File: config.mk
export PLATFORM = sky130hd
export DESIGN_NAME = twm_report
export DESIGN_NICKNAME = d
export VERILOG_FILES = /design/src/rtl/core/twm_pkg.sv /design/src/rtl/core/twm_report.sv
export SDC_FILE = /design/constraint.sdc
export NUM_CORES = 2
export LEC_CHECK = 0
export ABC_AREA = 1
export BUFFER_PORTS_ARGS = -buffer_cell sky130_fd_sc_hd__buf_2
export CAP_MARGIN = 15
export CORE_MARGIN = 3
export CORE_UTILIZATION = 25
export CTS_BUF_LIST = sky130_fd_sc_hd__clkbuf_4
export DETAILED_ROUTE_END_ITERATION = 12
export HOLD_SLACK_MARGIN = 0.08
export PLACE_DENSITY_LB_ADDON = 0.15
export SLEW_MARGIN = 15
export SYNTH_ARGS = -nofsm -noshare
export SYNTH_HDL_FRONTEND = slang
export SYNTH_SLANG_ARGS = --single-unit
File: constraint.sdc
create_clock -name clk -period 8.2 [get_ports clk]
set_clock_uncertainty 0.2 [all_clocks]
set_input_delay 0 -clock clk [delete_from_list [all_inputs] [get_ports clk]]
set_output_delay 0 -clock clk [all_outputs]
set_load 0.05 [all_outputs]
File: src/rtl/core/twm_pkg.sv
// Shared types and constants for the traffic window monitor.
`timescale 1ns / 1ps
package twm_pkg;

  localparam int KEY_BITS = 48;
  localparam int CFG_BITS = 24;
  localparam int IDX_BITS = 2;

  localparam logic [3:0]  IP_V4     = 4'd4;
  localparam logic [7:0]  PROTO_TCP = 8'd6;
  localparam logic [19:0] MEGA      = 20'd1000000;

  localparam logic [23:0] PPS_LIMIT_RESET  = 24'd1000;
  localparam logic [16:0] MBPS_LIMIT_RESET = 17'd100;
  localparam logic [8:0]  CONN_LIMIT_RESET = 9'd500;
  localparam logic [15:0] MTU_BYTES_RESET  = 16'd1500;

  typedef enum logic [IDX_BITS-1:0] {
    REG_PPS_LIMIT  = 2'd0,
    REG_MBPS_LIMIT = 2'd1,
    REG_CONN_LIMIT = 2'd2,
    REG_MTU_BYTES  = 2'd3
  } twm_reg_t;

  // Control bits of a packet token as it moves down the cell row.
  typedef struct packed {
    logic valid;
    logic ipv4;
    logic tcp;
    logic close;
    logic hit;
  } twm_ctl_t;

endpackage

File: src/rtl/core/twm_report.sv
// Window counters, threshold compares and the result register.
`timescale 1ns / 1ps
module twm_report #(
  parameter int ENTRIES    = 512,
  parameter int COUNT_BITS = 24,
  parameter int CNT_BITS   = 10
) (
  input  logic              clk,
  input  logic              rst,
  input  logic              adv,
  input  twm_pkg::twm_ctl_t ctl_exit,
  input  logic [CNT_BITS-1:0] cnt_exit,
  input  logic [23:0]       pps_limit,
  input  logic [16:0]       mbps_limit,
  input  logic [8:0]        conn_limit,
  input  logic [15:0]       mtu_bytes,
  output logic              rep_valid,
  output logic              connection_alert,
  output logic              rate_alert,
  output logic              bandwidth_alert,
  output logic              window_closed,
  output logic [23:0]       packets_reported,
  output logic [23:0]       tcp_reported,
  output logic [9:0]        connections_reported
);
  import twm_pkg::*;

  localparam int CONN_W = (CNT_BITS > 9) ? CNT_BITS : 9;
  localparam int PPS_W  = (COUNT_BITS > 24) ? COUNT_BITS : 24;
  localparam int PROD_W = COUNT_BITS + 16;
  localparam int LIM_W  = 37;
  localparam int BW_W   = (PROD_W + 3 > LIM_W) ? PROD_W + 3 : LIM_W;

  logic [COUNT_BITS-1:0] pkt_count;
  logic [COUNT_BITS-1:0] tcp_count;
  logic [COUNT_BITS-1:0] pkt_inc;
  logic [COUNT_BITS-1:0] tcp_inc;
  logic                  live;
  logic                  closing;
  logic [LIM_W-1:0]      lim;

  logic                  s1_valid;
  logic                  s1_alert;
  logic                  s1_close;
  logic [COUNT_BITS-1:0] s1_pkt;
  logic [COUNT_BITS-1:0] s1_tcp;
  logic [CNT_BITS-1:0]   s1_conn;

  logic                  s2_valid;
  logic                  s2_alert;
  logic                  s2_close;
  logic                  s2_rate;
  logic [COUNT_BITS-1:0] s2_pkt;
  logic [COUNT_BITS-1:0] s2_tcp;
  logic [CNT_BITS-1:0]   s2_conn;
  logic [PROD_W-1:0]     s2_prod;

  assign pkt_inc = (pkt_count == {COUNT_BITS{1'b1}}) ? pkt_count
                                                     : pkt_count + COUNT_BITS'(1);
  assign tcp_inc = (tcp_count == {COUNT_BITS{1'b1}}) ? tcp_count
                                                     : tcp_count + COUNT_BITS'(1);
  assign live    = ctl_exit.valid && ctl_exit.ipv4;
  assign closing = live && ctl_exit.close;

  // bandwidth limit in bits per window, follows the register
  always_ff @(posedge clk) begin
    lim <= LIM_W'(mbps_limit) * LIM_W'(MEGA);
  end

  always_ff @(posedge clk) begin
    if (rst) begin
      pkt_count <= '0;
      tcp_count <= '0;
      s1_valid  <= 1'b0;
      s2_valid  <= 1'b0;
      rep_valid <= 1'b0;
    end else if (adv) begin
      s1_valid  <= ctl_exit.valid;
      s2_valid  <= s1_valid;
      rep_valid <= s2_valid;
      if (closing) begin
        pkt_count <= '0;
        tcp_count <= '0;
      end else if (live) begin
        pkt_count <= pkt_inc;
        if (ctl_exit.tcp) begin
          tcp_count <= tcp_inc;
        end
      end
    end
  end

  always_ff @(posedge clk) begin
    if (adv) begin
      s1_alert <= live && ctl_exit.tcp && (CONN_W'(cnt_exit) > CONN_W'(conn_limit));
      s1_close <= closing;
      s1_pkt   <= closing ? pkt_inc : '0;
      s1_tcp   <= closing ? (ctl_exit.tcp ? tcp_inc : tcp_count) : '0;
      s1_conn  <= closing ? cnt_exit : '0;

      s2_alert <= s1_alert;
      s2_close <= s1_close;
      s2_pkt   <= s1_pkt;
      s2_tcp   <= s1_tcp;
      s2_conn  <= s1_conn;
      s2_rate  <= s1_close && (PPS_W'(s1_pkt) > PPS_W'(pps_limit));
      s2_prod  <= PROD_W'(s1_pkt) * PROD_W'(mtu_bytes);

      connection_alert     <= s2_alert;
      rate_alert           <= s2_rate;
      bandwidth_alert      <= s2_close && (BW_W'({s2_prod, 3'b000}) > BW_W'(lim));
      window_closed        <= s2_close;
      packets_reported     <= 24'(s2_pkt);
      tcp_reported         <= 24'(s2_tcp);
      connections_reported <= 10'(s2_conn);
    end
  end

  a_open_window_quiet : assert property (@(posedge clk) disable iff (rst)
    rep_valid && !window_closed |->
      packets_reported == '0 && tcp_reported == '0 && !rate_alert && !bandwidth_alert)
    else $error("result of an open window carries window data");

  a_close_clears : assert property (@(posedge clk) disable iff (rst)
    adv && closing |=> pkt_count == '0 && tcp_count == '0)
    else $error("window counters not cleared after close");

  a_miss_means_full : assert property (@(posedge clk) disable iff (rst)
    ctl_exit.valid && ctl_exit.ipv4 && ctl_exit.tcp && !ctl_exit.hit |->
      cnt_exit == CNT_BITS'(ENTRIES))
    else $error("TCP key left the row unplaced while the table had room");

endmodule

After elaboration in Yosys (flattened, before gate mapping):

Cells that the tools add are included.
Widths: inputs -> output; s select.

* flip-flop bits (word level): 305
* output and inout bits: 63
* word-level logic and storage cells: 49

* add/sub/neg operators: 2
* multiply operators: 2
* order comparisons: 3
* eq/ne operators: 2
* muxes and demuxes: 7
* reductions and logical operators: 8

Operators with widths (number)
* $mux 24: 7
* $add 24x1->24 const B: 2
* $eq 24x24->1 const B: 2
* $gt 43x37->1: 1
* $mul 24x16->40: 1
* $mul 17x14->31 const B: 1
* $gt 24x24->1: 1
* $gt 10x9->1: 1
* $logic_and 1x1->1: 6
* $reduce_and 2->1: 1
* $reduce_bool 2->1: 1

Logic depth before layout (Yosys ltp):

* word-level depth: 5
* mapped depth: 27
* mapped depth without buffers: 25

Worst setup path before layout:

Ideal clock, no wire load.

* kind: register -> register
* start point: reg s1_pkt[8]
* end point: reg s2_prod[35], data pin
* setup time: 0.252 ns
* arrival time: 5.393 ns
* data required time: 7.748 ns
* setup slack: 2.355 ns
* cell stages (with the launch flop): 23
* path buffers: 2
* cells stage by stage: edfxtp_1 > clkbuf_1 > clkbuf_1 > nand2_1 > fa_1 > inv_1 > fa_1 > inv_1 > fa_1 > inv_1 > fa_1 > fa_1 > inv_1 > fa_1 > inv_1 > ha_1 > nand2_1 > nor2_1 > nand2_1 > o21ai_0 > nand2_1 > nand3_1 > nand2_1

* word-level cells in the longest chain between the ends: 1

RTL lines
* from (decl): line twm_report.sv:45 `logic [COUNT_BITS-1:0] s1_pkt;`
* from (signal assigned): line twm_report.sv:97 `s1_pkt <= closing ? pkt_inc : '0;`
* $mul 24x16->40: line twm_report.sv:107 `s2_prod <= PROD_W'(s1_pkt) * PROD_W'(mtu_bytes);`
* to (signal assigned): line twm_report.sv:107
* to (decl): line twm_report.sv:56 `logic [PROD_W-1:0] s2_prod;`

Every way passes these cells.
A chain may end at the register's enable or synchronous reset.

Final worst setup path:

* start point: reg s1_pkt[2]
* end point: reg s2_prod[30], data pin

Same word-level chain as after synthesis.

==> results.json <==
{
  "cp.required_ps": 8580,
  "hold_viol": 0,
  "crit_arrival_ps": 7020,
  "design.die.area_mm2": 0.1239,
  "ir_worst_vdd_mv": 0.1645,
  "tightest_slew_ps": 1103,
  "slew-limit-headroom": 0.2648,
  "io_buffers": 145,
  "drt_iter0_drc": 1029,
  "drc": 0,
  "grt_pass1_wl_um": 135300,
  "antenna_found_initial": 5,
  "dr.pass1.iters": 5,
  "yosysUniqueCellTypes": 43,
  "cts_tree": "yes",
  "clkPwrFrac": 0.168,
  "ios": 147,
  "switching_share": 0.4700,
  "rsz0062_at_grt": "no",
  "cts_buffers": 89,
  "p_seq_frac": 0.238,
  "synth-seq-cells": 305,
  "cap_violations": 0,
  "die_w_um": 352.0,
  "layout-drive-gt1-share": 0.1027,
  "setup_viol": 0,
  "cts_buffer_depth": 3,
  "path_cells": "buf_4 > nand2_1 > fa_1 > fa_1 > inv_1 > fa_1 > fa_1 > fa_1 > inv_1 > fa_1 > inv_1 > ha_1 > a21oi_1 > o21ai_0 > a21oi_1 > nand3_1 > nand2_1 > nand2_1 > nand2_1 > nand2_1",
  "fmax_mhz": 150.7,
  "fin_nets": 4431,
  "critPathCaptureType": "flop",
  "grt_pass1_vias": 24320,
  "synth-seq-area-share": 0.2787,
  "yosysTopAreaCell": "fa_1",
  "hold_class": "in -> reg",
  "synthTopCellsByArea": "fa_1 (24%), edfxtp_1 (22%), ha_1 (12%)",
  "dp_hpwl_um": 65240,
  "clk_pin_slew_ps": 60,
  "worst_slack_ps": 1563,
  "synthCells": 3446,
  "overflow": 0,
  "max_stage_delay_ps": 930,
  "synth_area_mm2": 0.02992,
  "synth_flop_cell": "edfxtp_1",
  "synth_top_area_frac": 0.2449,
  "fin_area_mm2": 0.03459,
  "outcome": "complete, no violations",
  "path_common_cell": "fa_1",
  "regMostFlops": "s2_prod",
  "cts_root_buffer": "clkbuf_4",
  "core.rowCount": 126,
  "largest_register_ffs": 40,
  "placed_area_mm2": 0.03246,
  "synth_edf_count": 223,
  "maxSlewViolCount": 0,
  "p_per_area_mw_per_mm2": 252.7,
  "p_comb_frac": 0.594,
  "clock_latency_ps": 860,
  "htree_levels": 3,
  "core_mm2": 0.1184,
  "p_leak_nw": 17.24,
  "p_sw_mw": 4.109,
  "critPathSlowestCell": "edfxtp_1",
  "placed_cells": 5111,
  "post-route-period-util": 0.8094,
  "wl_per_cell_um": 15.47,
  "intPower_mw": 4.634,
  "ant_nets": 0,
  "syn_area_per_cell_um2": 8.683,
  "initial_core_util": 0.2527,
  "post-cts-setup-buffer-count": 0,
  "place_congestion": 0.8151,
  "grt_max_degree": 72,
  "ys_async_sr_fraction": 0,
  "critPathKind": "reg -> reg",
  "area_growth_syn_to_layout_pct": 15.61,
  "syn_nets": 4182,
  "setup_tns_ps": 0,
  "yosysWarnings": 0,
  "vias_per_cell": 4.177,
  "crit_fanout": 10,
  "vias": 22440,
  "top_regs": "s2_prod x40, lim x31",
  "grt_usage": 0.1370,
  "cts.sinks": 305,
  "finalNonFillerCells": 5371,
  "die_h_um": 352.0,
  "critPathLaunchType": "flop",
  "place_ws_ps": 1512,
  "drt-total-wl_um": 83070,
  "finalCriticalPeriod_ps": 6637
}
## layout make-up
class,count,area [µm²]
tap,1600,2002
antenna,3,7.507
timing repair buffer,271,1932
clock inverter,29,161.4
inverter,764,2868
fill,12850,83800
sequential,305,8338
multi-input combinational,2264,18270
clock buffer,135,1013
## metal layers
| metal | routed length, µm | vias up | global-route usage |
|---|---|---|---|
| met3 | 2341 | 88 | 0.01781 |
| met5 | 12 | - | 0 |
| met2 | 41810 | 293 | 0.2452 |
| met1 | 37690 | 10920 | 0.1750 |
| li1 | - | 11140 | - |
| met4 | 1219 | 2 | 0.03092 |
## cells in the mapped netlist, types with 9 or more instances
cell type,instances
o21ai_0,54
nor2_1,177
a21oi_1,185
buf_2,10
dfxtp_1,82
inv_1,759
or2_2,9
nand4_1,27
clkbuf_1,97
nand3_1,113
xor2_1,51
nor2_2,9
xnor2_1,24
fa_1,366
nor3_1,24
edfxtp_1,223
nand2_2,11
nand3_2,14
nand2_1,859
ha_1,286
## repair_timing
item,in CTS,in global routing
hold buffers,93,0
resized for setup,0,0
endpoints found under the hold margin,271,0
## power by group through the flow
stage               registers (mW)  logic [mW]  clock network, mW
finish                        2.08        5.19               1.47
global route                  2.10        6.08               1.64
CTS                           2.08        5.40               1.57
detailed placement            2.12        5.28                  0
global placement              2.12        5.32                  0
floorplan                     2.12        3.67                  0
## stage by stage
stage / utilization / hold slack [ps] / total power, mW
after floorplan: - / -172.3 / 5.793
after global placement: 0.2742 / 70.82 / 7.438
after detailed placement: 0.2742 / 73.67 / 7.397
after CTS: 0.2921 / 112.3 / 9.046
after global routing: 0.2922 / 155.9 / 9.824
final: 0.2922 / 184.2 / 8.743
## cell usage in the layout, fill, tap and decap left out, types with 3 or more instances in the layout
master	instances
nand2_1	857
inv_1	759
fa_1	366
ha_1	286
edfxtp_1	223
a21oi_1	185
nor2_1	176
buf_2	144
clkbuf_4	135
nand3_1	113
dlygate4sd3_1	92
dfxtp_1	82
o21ai_0	54
xor2_1	51
buf_4	33
nand4_1	27
nor3_1	24
xnor2_1	24
clkinv_1	17
nand3_2	14
nand2_2	13
or2_2	9
nor2_2	9
nand3b_1	7
o21a_1	7
a21o_1	6
inv_2	5
nor2_4	5
clkinv_2	5
o211ai_1	4
diode_2	3
o21ai_1	3
o21bai_1	3
a31oi_1	3
a211oi_1	3
nor3b_1	3
o21ai_2	3
inv_6	3
## worst paths after layout
kind	slack (ps)	from	cells after the start	end
worst max register to register	1560	s1_pkt[2]	20	s2_prod[30]
worst min-delay path	180	mbps_limit[2]	4	lim[11]
worst max-delay path	1560	s1_pkt[2]	20	s2_prod[30]
worst min register to register	210	s2_pkt[22]	0	packets_reported[22]
## cell families (layout without fill, tap and decap cells)
| group | after synthesis | count (layout) | share of synthesized area |
|---|---|---|---|
| other | 0 | 3 | 0 |
| AOI/OAI and AO/OA | 275 | 275 | 0.04880 |
| DFF | 305 | 305 | 0.2787 |
| and+or+nand+nor | 1262 | 1262 | 0.1750 |
| adders and majority gates | 652 | 652 | 0.3645 |
| xor gates and xnor gates | 75 | 75 | 0.02195 |
| buffers and inverters | 877 | 1199 | 0.1112 |
## worst max-delay path: cells and delay by family (launching register included)
family,cells,cell delay (ps)
AND/OR/NAND/NOR,6,670
adder cells (fa/ha/maj),7,3550
flip-flops,1,930
buffers and inverters,4,500
AO/OA/AOI/OAI,3,510
Power figures use the tool's default switching activity.
